--- config.mk ---
export PLATFORM = sky130hd
export DESIGN_NAME = rgb888_to_nv21_converter_unit_flat
export DESIGN_NICKNAME = d
export VERILOG_FILES = /design/src/hw/rtl/r2n_pkg.sv /design/src/hw/rtl/r2n_pixel_if.sv /design/src/hw/rtl/r2n_result_if.sv /design/src/hw/rtl/r2n_position_tracker.sv /design/src/hw/rtl/r2n_color_convert.sv /design/src/hw/rtl/r2n_address_gen.sv /design/src/hw/rtl/rgb888_to_nv21_converter_unit.sv /design/src/flat_wrapper.sv
export SDC_FILE = /design/constraint.sdc
export NUM_CORES = 2
export LEC_CHECK = 0
export BUFFER_PORTS_ARGS = -buffer_cell sky130_fd_sc_hd__buf_4
export CAP_MARGIN = 20
export CORE_ASPECT_RATIO = 1.5
export CORE_UTILIZATION = 45
export CTS_BUF_LIST = sky130_fd_sc_hd__clkbuf_2 sky130_fd_sc_hd__clkbuf_4 sky130_fd_sc_hd__clkbuf_8
export CTS_CLUSTER_SIZE = 24
export DETAILED_ROUTE_END_ITERATION = 8
export SKIP_LAST_GASP = 1
export SLEW_MARGIN = 0
export SYNTH_ARGS = -nofsm -noshare
export SYNTH_HDL_FRONTEND = slang
export SYNTH_SLANG_ARGS = --single-unit
--- constraint.sdc ---
create_clock -name clk -period 8.4 [get_ports clk]
set_input_delay 2.1 -clock clk [delete_from_list [all_inputs] [get_ports clk]]
set_output_delay 2.1 -clock clk [all_outputs]
set_load 0.005 [all_outputs]
--- src/hw/rtl/r2n_pkg.sv ---
`timescale 1ns / 1ps
// ----------------------------------------------------------------------------
// r2n_pkg: shared types and constants
// Frame size limits, field widths, color coefficients and the structs that
// travel between the parts of the RGB888 to NV21 converter.
// ----------------------------------------------------------------------------
package r2n_pkg;

  // Largest frame the position logic and address arithmetic support.
  localparam int unsigned MAX_WIDTH  = 4096;
  localparam int unsigned MAX_HEIGHT = 4096;

  localparam int SIZE_W    = 13;  // width of a frame size register
  localparam int POS_W     = 12;  // width of a column or row position
  localparam int LADDR_W   = 24;
  localparam int CADDR_W   = 25;
  localparam int CFG_IDX_W = 1;

  localparam logic [SIZE_W-1:0] MAX_WIDTH_S  = SIZE_W'(MAX_WIDTH);
  localparam logic [SIZE_W-1:0] MAX_HEIGHT_S = SIZE_W'(MAX_HEIGHT);
  localparam logic [SIZE_W-1:0] SIZE_RESET   = SIZE_W'(512);

  // BT.601 style integer coefficients.
  localparam logic [7:0] Y_R = 8'd74;
  localparam logic [7:0] Y_G = 8'd150;
  localparam logic [7:0] Y_B = 8'd29;
  localparam logic [7:0] U_R = 8'd43;   // subtracted
  localparam logic [7:0] U_G = 8'd84;   // subtracted
  localparam logic [7:0] U_B = 8'd112;
  localparam logic [7:0] V_R = 8'd128;
  localparam logic [7:0] V_G = 8'd107;  // subtracted
  localparam logic [7:0] V_B = 8'd21;   // subtracted
  localparam logic [7:0] CHROMA_OFFSET = 8'd128;

  typedef enum logic [CFG_IDX_W-1:0] {
    REG_FRAME_WIDTH  = 1'b0,
    REG_FRAME_HEIGHT = 1'b1
  } cfg_index_t;

  typedef struct packed {
    logic [7:0] blue;
    logic [7:0] green;
    logic [7:0] red;
  } pixel_t;

  // Placement of one pixel in the flipped NV21 frame.
  typedef struct packed {
    logic [POS_W-1:0]  col;
    logic [POS_W-1:0]  frow;
    logic [SIZE_W-1:0] width;
    logic [SIZE_W-1:0] height;
    logic              done;
  } position_t;

endpackage

--- src/hw/rtl/r2n_pixel_if.sv ---
`timescale 1ns / 1ps
// ----------------------------------------------------------------------------
// r2n_pixel_if: input pixel channel
// Valid/ready channel carrying one BGR888 pixel per item.
// ----------------------------------------------------------------------------
interface r2n_pixel_if;
  logic       valid;
  logic       ready;
  logic [7:0] blue;
  logic [7:0] green;
  logic [7:0] red;

  modport source (output valid, output blue, output green, output red, input ready);
  modport sink   (input valid, input blue, input green, input red, output ready);
endinterface

--- src/hw/rtl/r2n_result_if.sv ---
`timescale 1ns / 1ps
// ----------------------------------------------------------------------------
// r2n_result_if: output result channel
// Valid/ready channel carrying the luma and chroma writes for one pixel.
// ----------------------------------------------------------------------------
interface r2n_result_if;
  logic        valid;
  logic        ready;
  logic [23:0] luma_address;
  logic [7:0]  luma;
  logic [24:0] chroma_address;
  logic [7:0]  v_value;
  logic [7:0]  u_value;
  logic        frame_done;

  modport source (output valid, output luma_address, output luma, output chroma_address,
                  output v_value, output u_value, output frame_done, input ready);
  modport sink   (input valid, input luma_address, input luma, input chroma_address,
                  input v_value, input u_value, input frame_done, output ready);
endinterface

--- src/hw/rtl/r2n_position_tracker.sv ---
`timescale 1ns / 1ps
// ----------------------------------------------------------------------------
// r2n_position_tracker: frame size registers and raster counters
// Holds the size registers, saturates them, and tracks column and row.
// ----------------------------------------------------------------------------
module r2n_position_tracker (
  input  logic                               clk,
  input  logic                               rst,
  input  logic                               cfg_wen,
  input  logic [r2n_pkg::CFG_IDX_W-1:0]      cfg_index,
  input  logic [r2n_pkg::SIZE_W-1:0]         cfg_data,
  input  logic                               accept,
  output r2n_pkg::position_t                 position
);

  logic [r2n_pkg::SIZE_W-1:0] frame_width;
  logic [r2n_pkg::SIZE_W-1:0] frame_height;
  logic [r2n_pkg::POS_W-1:0]  column_count;
  logic [r2n_pkg::POS_W-1:0]  input_row_count;
  logic [r2n_pkg::POS_W-1:0]  column_count_next;
  logic [r2n_pkg::POS_W-1:0]  input_row_count_next;

  logic [r2n_pkg::SIZE_W-1:0] w_eff;
  logic [r2n_pkg::SIZE_W-1:0] h_eff;
  logic [r2n_pkg::POS_W-1:0]  col;
  logic [r2n_pkg::POS_W-1:0]  row;
  logic                       last_col;
  logic                       last_row;

  always_ff @(posedge clk) begin
    if (rst) begin
      frame_width  <= r2n_pkg::SIZE_RESET;
      frame_height <= r2n_pkg::SIZE_RESET;
    end else if (cfg_wen) begin
      unique case (r2n_pkg::cfg_index_t'(cfg_index))
        r2n_pkg::REG_FRAME_WIDTH:  frame_width  <= cfg_data;
        r2n_pkg::REG_FRAME_HEIGHT: frame_height <= cfg_data;
        default: ;
      endcase
    end
  end

  always_comb begin
    if (frame_width == '0) w_eff = r2n_pkg::SIZE_W'(1);
    else if (frame_width > r2n_pkg::MAX_WIDTH_S) w_eff = r2n_pkg::MAX_WIDTH_S;
    else w_eff = frame_width;

    if (frame_height == '0) h_eff = r2n_pkg::SIZE_W'(1);
    else if (frame_height > r2n_pkg::MAX_HEIGHT_S) h_eff = r2n_pkg::MAX_HEIGHT_S;
    else h_eff = frame_height;

    // Counters left beyond a shrunken frame restart at zero.
    col = ({1'b0, column_count} >= w_eff) ? '0 : column_count;
    row = ({1'b0, input_row_count} >= h_eff) ? '0 : input_row_count;

    last_col = ({1'b0, col} + r2n_pkg::SIZE_W'(1)) == w_eff;
    last_row = ({1'b0, row} + r2n_pkg::SIZE_W'(1)) == h_eff;

    if (last_col) begin
      column_count_next    = '0;
      input_row_count_next = last_row ? '0 : row + r2n_pkg::POS_W'(1);
    end else begin
      column_count_next    = col + r2n_pkg::POS_W'(1);
      input_row_count_next = row;
    end

    position.col    = col;
    position.frow   = r2n_pkg::POS_W'(h_eff - r2n_pkg::SIZE_W'(1) - {1'b0, row});
    position.width  = w_eff;
    position.height = h_eff;
    position.done   = last_col && last_row;
  end

  always_ff @(posedge clk) begin
    if (rst) begin
      column_count    <= '0;
      input_row_count <= '0;
    end else if (accept) begin
      column_count    <= column_count_next;
      input_row_count <= input_row_count_next;
    end
  end

endmodule

--- src/hw/rtl/r2n_color_convert.sv ---
`timescale 1ns / 1ps
// ----------------------------------------------------------------------------
// r2n_color_convert: RGB to YUV datapath
// Dot products, luma >> 8, chroma / 255 with offset and clamp, then the result register.
// ----------------------------------------------------------------------------
module r2n_color_convert (
  input  logic            clk,
  input  logic            load,
  input  r2n_pkg::pixel_t pixel,
  output logic [7:0]      luma,
  output logic [7:0]      v_value,
  output logic [7:0]      u_value
);

  logic [15:0]        y_sum;
  logic signed [16:0] u_num;
  logic signed [16:0] v_num;
  logic [7:0]         v_byte;
  logic [7:0]         u_byte;

  // Signed value divided by 255 with truncation toward zero, plus 128, clamped.
  function automatic logic [7:0] chroma_byte(input logic signed [16:0] num);
    logic [15:0]       mag;
    logic [15:0]       sum;
    logic [7:0]        quo;
    logic signed [9:0] res;
    mag = num[16] ? 16'(-num) : num[15:0];
    // Exact floor(mag / 255) for mag below 65280, where the 16-bit sum cannot overflow.
    sum = mag + 16'd1 + {8'd0, mag[15:8]};
    quo = sum[15:8];
    res = num[16] ? (10'sd128 - $signed({2'b00, quo}))
                  : (10'sd128 + $signed({2'b00, quo}));
    if (res < 10'sd0) chroma_byte = 8'd0;
    else if (res > 10'sd255) chroma_byte = 8'd255;
    else chroma_byte = res[7:0];
  endfunction

  always_comb begin
    y_sum = 16'(pixel.red * r2n_pkg::Y_R) + 16'(pixel.green * r2n_pkg::Y_G)
          + 16'(pixel.blue * r2n_pkg::Y_B);
    u_num = $signed({1'b0, 16'(pixel.blue * r2n_pkg::U_B)})
          - $signed({1'b0, 16'(pixel.red * r2n_pkg::U_R)})
          - $signed({1'b0, 16'(pixel.green * r2n_pkg::U_G)});
    v_num = $signed({1'b0, 16'(pixel.red * r2n_pkg::V_R)})
          - $signed({1'b0, 16'(pixel.green * r2n_pkg::V_G)})
          - $signed({1'b0, 16'(pixel.blue * r2n_pkg::V_B)});
    v_byte = chroma_byte(v_num);
    u_byte = chroma_byte(u_num);
  end

  always_ff @(posedge clk) begin
    if (load) begin
      luma    <= y_sum[15:8];  // at most 252, never needs a clamp
      v_value <= v_byte;
      u_value <= u_byte;
    end
  end

endmodule

--- src/hw/rtl/r2n_address_gen.sv ---
`timescale 1ns / 1ps
// ----------------------------------------------------------------------------
// r2n_address_gen: NV21 address datapath
// Row products and column offsets ahead of the result register.
// ----------------------------------------------------------------------------
module r2n_address_gen (
  input  logic                                clk,
  input  logic                                load,
  input  r2n_pkg::position_t                  position,
  output logic [r2n_pkg::LADDR_W-1:0]         luma_address,
  output logic [r2n_pkg::CADDR_W-1:0]         chroma_address,
  output logic                                frame_done
);

  logic [r2n_pkg::LADDR_W-1:0] luma_row_base;
  logic [r2n_pkg::CADDR_W-1:0] chroma_row_base;
  logic [r2n_pkg::SIZE_W-1:0]  chroma_row;

  // The chroma plane starts after H rows of luma, so its row index is H + frow/2.
  assign chroma_row = position.height + r2n_pkg::SIZE_W'(position.frow[r2n_pkg::POS_W-1:1]);

  assign luma_row_base   = r2n_pkg::LADDR_W'(position.frow * position.width);
  assign chroma_row_base = r2n_pkg::CADDR_W'(chroma_row * position.width);

  always_ff @(posedge clk) begin
    if (load) begin
      luma_address   <= luma_row_base + r2n_pkg::LADDR_W'(position.col);
      chroma_address <= chroma_row_base
                      + r2n_pkg::CADDR_W'({position.col[r2n_pkg::POS_W-1:1], 1'b0});
      frame_done     <= position.done;
    end
  end

endmodule

--- src/hw/rtl/rgb888_to_nv21_converter_unit.sv ---
`timescale 1ns / 1ps
// ----------------------------------------------------------------------------
// rgb888_to_nv21_converter_unit: streaming BGR888 to NV21 converter
// Converts raster-order pixels to YUV and gives their NV21 byte addresses.
// ----------------------------------------------------------------------------
// Usage:
//   Pixels arrive on the pixel channel, one BGR triple per item, in raster
//   order. Each item yields exactly one item on the result channel holding the
//   luma address and value and the V/U pair with the address of its V byte
//   (U sits at the next byte). Rows are flipped vertically in the frame.
//   frame_done marks the last pixel of a frame; the counters then wrap.
//   The user must write frame_width and frame_height through the cfg port while
//   the block is idle; it does not enforce this. Sizes outside 1..4096 saturate.
// Timing:
//   Two register stages: the input register holds the pixel and its
//   placement, and all arithmetic sits between it and the result register.
//   A result is offered once its pixel has moved from the input register
//   into the result register. It sustains one item per clock while result.ready
//   is high. The position counters set the rate; they step once per accepted item.
// Reset:
//   rst clears both valid bits and the counters, and loads 512 into both
//   size registers.
// Back-pressure:
//   The input register holds its item while the result waits on ready; with
//   both registers full, pixel.ready drops in the same cycle as result.ready.
// ----------------------------------------------------------------------------
module rgb888_to_nv21_converter_unit (
  input  logic                           clk,
  input  logic                           rst,
  input  logic                           cfg_wen,
  input  logic [r2n_pkg::CFG_IDX_W-1:0]  cfg_index,
  input  logic [r2n_pkg::SIZE_W-1:0]     cfg_data,
  r2n_pixel_if.sink                      pixel,
  r2n_result_if.source                   result
);

  // Valid bits of the input register and the result register.
  logic stage1_valid;
  logic result_valid;

  logic accept;
  logic load_result;
  logic stage1_free;
  logic result_free;

  r2n_pkg::position_t position_in;
  r2n_pkg::position_t position;   // input register: pixel placement
  r2n_pkg::pixel_t    pixel_reg;  // input register: pixel color

  // Ready ripples back from the output: a register can load when it is empty
  // or when its own item moves on in the same cycle.
  always_comb begin
    result_free = !result_valid || result.ready;
    stage1_free = !stage1_valid || result_free;
    load_result = stage1_valid && result_free;
    accept      = pixel.valid && stage1_free;
  end

  assign pixel.ready  = stage1_free;
  assign result.valid = result_valid;

  always_ff @(posedge clk) begin
    if (rst) begin
      stage1_valid <= 1'b0;
      result_valid <= 1'b0;
    end else begin
      if (stage1_free) stage1_valid <= pixel.valid;
      if (result_free) result_valid <= stage1_valid;
    end
  end

  // The position is captured with the pixel, so the result logic never looks
  // back at the counters or the size registers.
  always_ff @(posedge clk) begin
    if (accept) begin
      position        <= position_in;
      pixel_reg.blue  <= pixel.blue;
      pixel_reg.green <= pixel.green;
      pixel_reg.red   <= pixel.red;
    end
  end

  r2n_position_tracker u_position (
    .clk       (clk),
    .rst       (rst),
    .cfg_wen   (cfg_wen),
    .cfg_index (cfg_index),
    .cfg_data  (cfg_data),
    .accept    (accept),
    .position  (position_in)
  );

  r2n_color_convert u_color (
    .clk     (clk),
    .load    (load_result),
    .pixel   (pixel_reg),
    .luma    (result.luma),
    .v_value (result.v_value),
    .u_value (result.u_value)
  );

  r2n_address_gen u_address (
    .clk            (clk),
    .load           (load_result),
    .position       (position),
    .luma_address   (result.luma_address),
    .chroma_address (result.chroma_address),
    .frame_done     (result.frame_done)
  );

endmodule

--- src/flat_wrapper.sv ---
// flat-port wrapper written by rule: the top's interface ports become plain ports
module rgb888_to_nv21_converter_unit_flat 
  (clk, rst, cfg_wen, cfg_index, cfg_data, pixel_valid, pixel_blue, pixel_green, pixel_red, pixel_ready, result_valid, result_luma_address, result_luma, result_chroma_address, result_v_value, result_u_value, result_frame_done, result_ready);
  r2n_pixel_if pixel_i ();
  r2n_result_if result_i ();
  input  logic clk;
  input  logic rst;
  input  logic cfg_wen;
  input  logic [r2n_pkg::CFG_IDX_W-1:0] cfg_index;
  input  logic [r2n_pkg::SIZE_W-1:0] cfg_data;
  input wire logic [$bits(pixel_i.valid)-1:0] pixel_valid;
  input wire logic [$bits(pixel_i.blue)-1:0] pixel_blue;
  input wire logic [$bits(pixel_i.green)-1:0] pixel_green;
  input wire logic [$bits(pixel_i.red)-1:0] pixel_red;
  output wire logic [$bits(pixel_i.ready)-1:0] pixel_ready;
  output wire logic [$bits(result_i.valid)-1:0] result_valid;
  output wire logic [$bits(result_i.luma_address)-1:0] result_luma_address;
  output wire logic [$bits(result_i.luma)-1:0] result_luma;
  output wire logic [$bits(result_i.chroma_address)-1:0] result_chroma_address;
  output wire logic [$bits(result_i.v_value)-1:0] result_v_value;
  output wire logic [$bits(result_i.u_value)-1:0] result_u_value;
  output wire logic [$bits(result_i.frame_done)-1:0] result_frame_done;
  input wire logic [$bits(result_i.ready)-1:0] result_ready;
  assign pixel_i.valid = pixel_valid;
  assign pixel_i.blue = pixel_blue;
  assign pixel_i.green = pixel_green;
  assign pixel_i.red = pixel_red;
  assign pixel_ready = pixel_i.ready;
  assign result_valid = result_i.valid;
  assign result_luma_address = result_i.luma_address;
  assign result_luma = result_i.luma;
  assign result_chroma_address = result_i.chroma_address;
  assign result_v_value = result_i.v_value;
  assign result_u_value = result_i.u_value;
  assign result_frame_done = result_i.frame_done;
  assign result_i.ready = result_ready;
  rgb888_to_nv21_converter_unit u_core (.clk(clk), .rst(rst), .cfg_wen(cfg_wen), .cfg_index(cfg_index), .cfg_data(cfg_data), .pixel(pixel_i), .result(result_i));
endmodule
Yosys cells after proc, flatten, opt, wreduce, memory -nomap -nowiden
Index checks and enable logic that the tools add are counted.
{"block": "word_totals", "out_inout_bits": 76, "memories": 0, "mem_bits_ro": 0, "inputBits": 43, "latchBits": 0, "reg_bits": 201, "word_cells": 92, "mem_bits_rw": 0}
{"block": "classes", "n_reduce_logical": 11, "add_sub_neg": 25, "eq_ne": 2, "bitwise": 1, "shifts": 0, "order_cmp": 8, "multipliers": 10, "n_mux": 15, "div": 0}
{"op": "12-bit two-way mux", "n": 5}
{"op": "13-bit two-way mux", "n": 4}
{"op": "8-bit by 5-bit multiplier with 13-bit output (second input constant)", "n": 3}
{"op": "16-bit by 1-bit adder with 16-bit output (second input constant)", "n": 2}
{"op": "16-bit by 8-bit adder with 16-bit output", "n": 2}
{"op": "16-bit two-way mux", "n": 2}
{"op": "16-bit negator", "n": 2}
{"op": "8-bit by 7-bit multiplier with 15-bit output (second input constant)", "n": 2}
{"op": "8-bit by 6-bit multiplier with 14-bit output (second input constant)", "n": 2}
{"op": "12-bit by 1-bit adder with 13-bit output (second input constant)", "n": 2}
{"op": "13-bit == test", "n": 2}
{"op": "12-bit by 13-bit >= comparator with 1-bit output", "n": 2}
{"op": "13-bit greater-than comparator (second input constant)", "n": 2}
{"op": "13-bit logical NOT", "n": 2}
{"op": "25-bit by 12-bit adder with 25-bit output", "n": 1}
{"op": "13-bit by 13-bit multiplier with 25-bit output", "n": 1}
{"op": "12-bit by 1-bit adder with 12-bit output (second input constant)", "n": 2}
{"op": "24-bit by 12-bit adder with 24-bit output", "n": 1}
{"op": "12-bit by 13-bit multiplier with 24-bit output", "n": 1}
{"op": "10-bit by 9-bit greater-than comparator with 1-bit output (second input constant)", "n": 2}
{"op": "10-bit by 1-bit < comparator with 1-bit output (second input constant)", "n": 2}
{"op": "10-bit two-way mux", "n": 2}
{"op": "8-bit by 8-bit adder with 9-bit output (first input constant)", "n": 2}
{"op": "8-bit by 8-bit subtractor with 9-bit output (first input constant)", "n": 2}
{"op": "other kinds (16)", "n": 22}

Depth between registers and ports, before layout
{"block": "depth", "depth_word": 11, "depth_mapped": 44}

Hierarchy
A second synthesis with hierarchy kept.
{"block": "unflattened", "hier_cells": 3549, "hier_area_um2": 31938.1}
{"mod": "r2n_address_gen", "area_each_um2": 13190.2, "cells_per_inst": 1405, "instances": 1}
{"mod": "r2n_color_convert", "area_each_um2": 11893.9, "cells_per_inst": 1422, "instances": 1}
{"mod": "r2n_position_tracker", "area_each_um2": 4498.1, "cells_per_inst": 637, "instances": 1}
{"mod": "rgb888_to_nv21_converter_unit", "area_each_um2": 2356.0, "cells_per_inst": 85, "instances": 1}

Least setup slack after synthesis
OpenSTA, ideal clock, no wires.
{"block": "synth_path", "kind": "register to register", "startpoint": "register u_core.pixel_reg[14] (netlist bit)", "endpoint": "register u_core.u_color.v_value[6] (data pin)", "period_less_slack_ps": 8840, "required_ps": 8127, "n_path_buf": 2, "stages_incl_launch_ff": 41, "arrival_ps": 8567, "setup_time_ps": 273, "path_slack_ps": -440, "path_cell_list": "edfxtp_1 > ha_1 > inv_1 > fa_1 > fa_1 > inv_1 > fa_1 > inv_1 > ha_1 > and3_1 > a221oi_2 > xnor2_1 > ha_1 > clkbuf_1 > a21o_1 > a2111oi_0 > and3_1 > or3_1 > (+5 left out) > inv_1 > ha_1 > nor2_1 > nand2_1 > a2111oi_0 > a211o_1 > a21oi_1 > o21a_1 > nand2b_1 > xor2_1 > ha_1 > inv_1 > nor4_1 > o2111ai_1 > o311ai_1 > and3_1 > a21o_1 > a22oi_1"}
{"block": "synth_between", "elab_chain_len": 11, "word_cells_on_any_way": 13}
{"item": "from (decl)", "line": "rgb888_to_nv21_converter_unit.sv:48", "source": "r2n_pkg::pixel_t pixel_reg;"}
{"item": "8-bit by 7-bit multiplier with 15-bit output (*)", "line": "r2n_color_convert.sv:45", "source": "- $signed({1'b0, 16'(pixel.green * r2n_pkg::V_G)})"}
{"item": "15-bit by 15-bit subtractor with 16-bit output (*)", "line": "r2n_color_convert.sv:45"}
{"item": "16-bit by 14-bit subtractor with 17-bit output (*)", "line": "r2n_color_convert.sv:46", "source": "- $signed({1'b0, 16'(pixel.blue * r2n_pkg::V_B)});"}
{"item": "16-bit negator", "line": "r2n_color_convert.sv:27", "source": "mag = num[16] ? 16'(-num) : num[15:0];"}
{"item": "16-bit two-way mux", "line": "r2n_color_convert.sv:27"}
{"item": "16-bit by 1-bit adder with 16-bit output", "line": "r2n_color_convert.sv:29", "source": "sum = mag + 16'd1 + {8'd0, mag[15:8]};"}
{"item": "16-bit by 8-bit adder with 16-bit output", "line": "r2n_color_convert.sv:29"}
{"item": "8-bit by 8-bit adder with 9-bit output / 8-bit by 8-bit subtractor with 9-bit output (equally long branches)", "line": "r2n_color_convert.sv:32, r2n_color_convert.sv:31"}
{"item": "10-bit two-way mux (*)", "line": "r2n_color_convert.sv:31", "source": "res = num[16] ? (10'sd128 - $signed({2'b00, quo}))"}
{"item": "10-bit by 9-bit greater-than comparator with 1-bit output", "line": "r2n_color_convert.sv:34", "source": "else if (res > 10'sd255) chroma_byte = 8'd255;"}
{"item": "8-bit two-way mux", "line": "r2n_color_convert.sv:34"}
{"item": "to (signal assigned)", "line": "r2n_color_convert.sv:54", "source": "v_value <= v_byte;"}
{"item": "to (decl)", "line": "r2n_color_convert.sv:11", "source": "output logic [7:0] v_value,"}
Mark *: on every way between the ends. The rest lies on a longest branch, timed or not.
A chain may end at the register's enable or synchronous reset.

Worst setup path in the final report
{"block": "layout_path", "startpoint": "register u_core.pixel_reg[12] (netlist bit)", "endpoint": "register u_core.u_color.v_value[6] (data pin)"}
The elaborated chain is that of the path after synthesis.

==> impl_metrics.json <==
{
  "status": "complete, no violations",
  "clock_skew_ns": 0.0354,
  "dieArea_mm2": 0.0699,
  "avgRoutedWirePerCell_um": 16.5,
  "largest_register_ff_count": 51,
  "slowest_stage": "fa_1",
  "arrival_ns": 8.58,
  "rsz0062_at_grt": "true",
  "r2r-end": "u_core.u_color.v_value[6]$_SDFFCE_PP0P_",
  "drt_pre_antenna_iters": 5,
  "syn_area_mm2": 0.0310,
  "r2r_slack_ns": 0.15,
  "track_usage_pct": 22.6,
  "ys_warn_count": 0,
  "drive_gt1_share_pct": 15.7,
  "postSynthCellCount": 3435,
  "grt_max_degree": 60,
  "cts.sinks": 201,
  "endpoint_kind": "flop",
  "relSlewSlack_pct": 24.8,
  "core_mm2": 0.0679,
  "synth-main-ff-cell": "edfxtp_1",
  "overflow": 0,
  "antenna_found_initial": 1,
  "clock-root-buffer": "clkbuf_8",
  "top_regs": "u_core.position x51, u_core.u_address.chroma_address x25",
  "synth_area_per_cell_um2": 9.02,
  "drcViolationCount": 0,
  "finalCritPeriodShare_pct": 98.2,
  "ant_nets": 0,
  "die_h_um": 323,
  "vias": 24500,
  "fmax_mhz": 121,
  "portBuffers": 118,
  "dp_hpwl_um": 64300,
  "grt_pass1_vias": 25100,
  "ios": 119,
  "slew_viol_final": 0,
  "cts_max_level": 2,
  "criticalPathCategory": "flop to flop",
  "clk_pin_slew_ns": 0.06,
  "critPathBufInv": 7,
  "die_x_um": 216,
  "drt-initial-drc-count": 836,
  "crit_cells": 41,
  "cp-startpoint": "u_core.pixel_reg[12]$_DFFE_PP_",
  "synthDistinctLibCells": 92,
  "worstSetupStartpointType": "flop",
  "synth_seq_cells": 201,
  "synthToLayoutAreaGrowth_pct": 17.1,
  "num_rows": 117,
  "setup_viol_count_final": 0,
  "worstSetupEndpoint": "u_core.u_color.v_value[6]$_SDFFCE_PP0P_",
  "cts_made_buffers": 38,
  "worstPathMaxFanout": 4,
  "cp_top_family": "adder cells",
  "syn-num-nets": 4272,
  "grt_pass1_wl_um": 126000,
  "insertion_delay_ns": 0.63,
  "gp_congestion": 0.927,
  "min_period_ns": 8.25,
  "r2r_cells": 41,
  "fin_nets": 4600,
  "seq_area_frac_synth_pct": 17.8,
  "worstPathRequired_ns": 8.74,
  "synth-async-reset-ratio_pct": 0,
  "start_util_pct": 45.6,
  "finalHoldViolations": 0,
  "fillers": 6383,
  "drt_wl_total_um": 77400,
  "setup_tns_ns": 0,
  "cpPeakStageDelay_ns": 0.54,
  "regMostFlops": "u_core.position",
  "clockBufferDepth": 3,
  "hp-class": "flop to flop",
  "synth_edf_count": 149,
  "worstReg2RegStart": "u_core.pixel_reg[12]$_DFFE_PP_",
  "drv_cap": 0,
  "worstMarginPinSlew_ns": 1.13,
  "cts_tree": "built",
  "routed_via_density": 5.22
}
-- worst min-delay path by stage --
stage	slack (ns)	startpoint	endpoint	cells after the start
after detailed placement	0.45	u_core.u_position.frame_width[0]$_SDFFE_PP0P_	u_core.u_position.frame_width[0]$_SDFFE_PP0P_	2
after global placement	0.44	u_core.u_position.frame_width[0]$_SDFFE_PP0P_	u_core.u_position.frame_width[0]$_SDFFE_PP0P_	2
after CTS	0.46	u_core.u_position.frame_width[0]$_SDFFE_PP0P_	u_core.u_position.frame_width[0]$_SDFFE_PP0P_	2
after global routing	0.49	u_core.u_position.frame_width[0]$_SDFFE_PP0P_	u_core.u_position.frame_width[0]$_SDFFE_PP0P_	2
after floorplan	0.40	u_core.position[0]$_DFFE_PP_	u_core.u_address.frame_done$_DFFE_PP_	0
final	0.46	u_core.u_position.frame_width[0]$_SDFFE_PP0P_	u_core.u_position.frame_width[0]$_SDFFE_PP0P_	2
-- placed cells by master, fill, tap and decap left out, types with 49 or more instances in the layout --
cell      count
inv_1       602
ha_1        434
nand2_1     388
buf_4       380
fa_1        341
xnor2_1     155
edfxtp_1    149
a21oi_1     137
and2_1      136
nor2_1      125
o21ai_0      85
nor3_1       56
dfxtp_1      52
a21o_1       50
nand3_1      49
-- per-stage QoR --
stage	instances	setup WS [ns]	hold WS (ns)	cell area [µm²]	util, %
floorplan	3435	0.000367	0.400	31200	-
global placement	4569	-0.0252	0.445	34500	50.8
detailed placement	4569	-0.155	0.451	34500	50.8
CTS	4647	0.000756	0.460	35500	52.3
global route	4685	-0.356	0.485	36300	53.4
finish	4685	0.154	0.459	36300	53.4
-- synthesized netlist by cell type, types with 6 or more instances --
| library cell | instances | share of area, % |
|---|---|---|
| nand2_1 | 391 | 4.7 |
| o21ai_0 | 93 | 1.5 |
| xnor2_1 | 168 | 4.7 |
| a311oi_1 | 6 | 0.17 |
| nor2_1 | 133 | 1.6 |
| o21a_1 | 42 | 1.0 |
| a211oi_1 | 12 | 0.29 |
| or3_1 | 13 | 0.26 |
| xor2_1 | 50 | 1.4 |
| nor4_1 | 15 | 0.30 |
| o41ai_1 | 6 | 0.17 |
| nand3_1 | 49 | 0.79 |
| and2_1 | 139 | 2.8 |
| nor3b_1 | 7 | 0.17 |
| nand4_1 | 11 | 0.22 |
| dfxtp_1 | 52 | 3.4 |
| o211ai_1 | 14 | 0.34 |
| a21o_1 | 51 | 1.2 |
| inv_1 | 613 | 7.4 |
| and3_1 | 25 | 0.50 |
| edfxtp_1 | 149 | 14 |
| o21bai_1 | 40 | 0.97 |
| nor2b_1 | 30 | 0.61 |
| or2_2 | 7 | 0.14 |
| ha_1 | 453 | 18 |
| clkbuf_1 | 95 | 1.2 |
| a211o_1 | 8 | 0.23 |
| o31ai_1 | 13 | 0.32 |
| a21boi_0 | 7 | 0.17 |
| o2111ai_1 | 10 | 0.28 |
| o22ai_1 | 7 | 0.14 |
| a31oi_1 | 27 | 0.55 |
| fa_1 | 341 | 22 |
| nand2b_1 | 36 | 0.73 |
| a21oi_1 | 153 | 2.5 |
| nor3_1 | 60 | 0.97 |
-- tightest hold or removal path, cell delays in order (launching register included) --
cell,delay (ns)
dfxtp_1,0.31
nand2_1,0.05
a21oi_1,0.05
-- cell families (layout without fill, tap and decap cells) --
kind of cell	after synthesis	in the layout	share of synthesized area (%)
xor+xnor	220	220	6.31
flops	201	201	17.8
simple gates	944	944	14.7
other cells	0	1	0
compound gates	557	557	12.1
mux	5	5	0.166
fa+ha+maj	794	794	40.3
buf+inv	714	1071	8.66
-- area by class of cell --
class                   instances  area (µm²)  area share [%]
repair buffers                388        2960            8.16
clock inverters                20         216           0.597
diodes                          1        2.50         0.00690
inverters                     614        2310            6.36
clock buffers                  49         656            1.81
well taps                     892        1120            3.08
multi-input cells            2520       23500            64.8
flip-flops and latches        201        5520            15.2
-- routing by layer --
| layer | track usage (%) | up-vias | part of all wire (%) |
|---|---|---|---|
| li1 | - | 12000 | - |
| met1 | 23.1 | 12000 | 37 |
| met2 | 45.7 | 352 | 56 |
| met3 | 2.20 | 162 | 2.6 |
| met4 | 9.31 | 0 | 4.1 |
| met5 | 0 | - | 0 |
-- what timing repair did --
item	in CTS	in global routing
endpoints found under the hold margin	0	0
resized for setup	11	103
hold buffers	0	0
buffers inserted	9	37
setup endpoints to repair	10	22
pin swaps	15	75
Power is left out: the tool's default activity adds up to more than one toggle a clock period on the data nets, which glitch-free logic cannot reach.
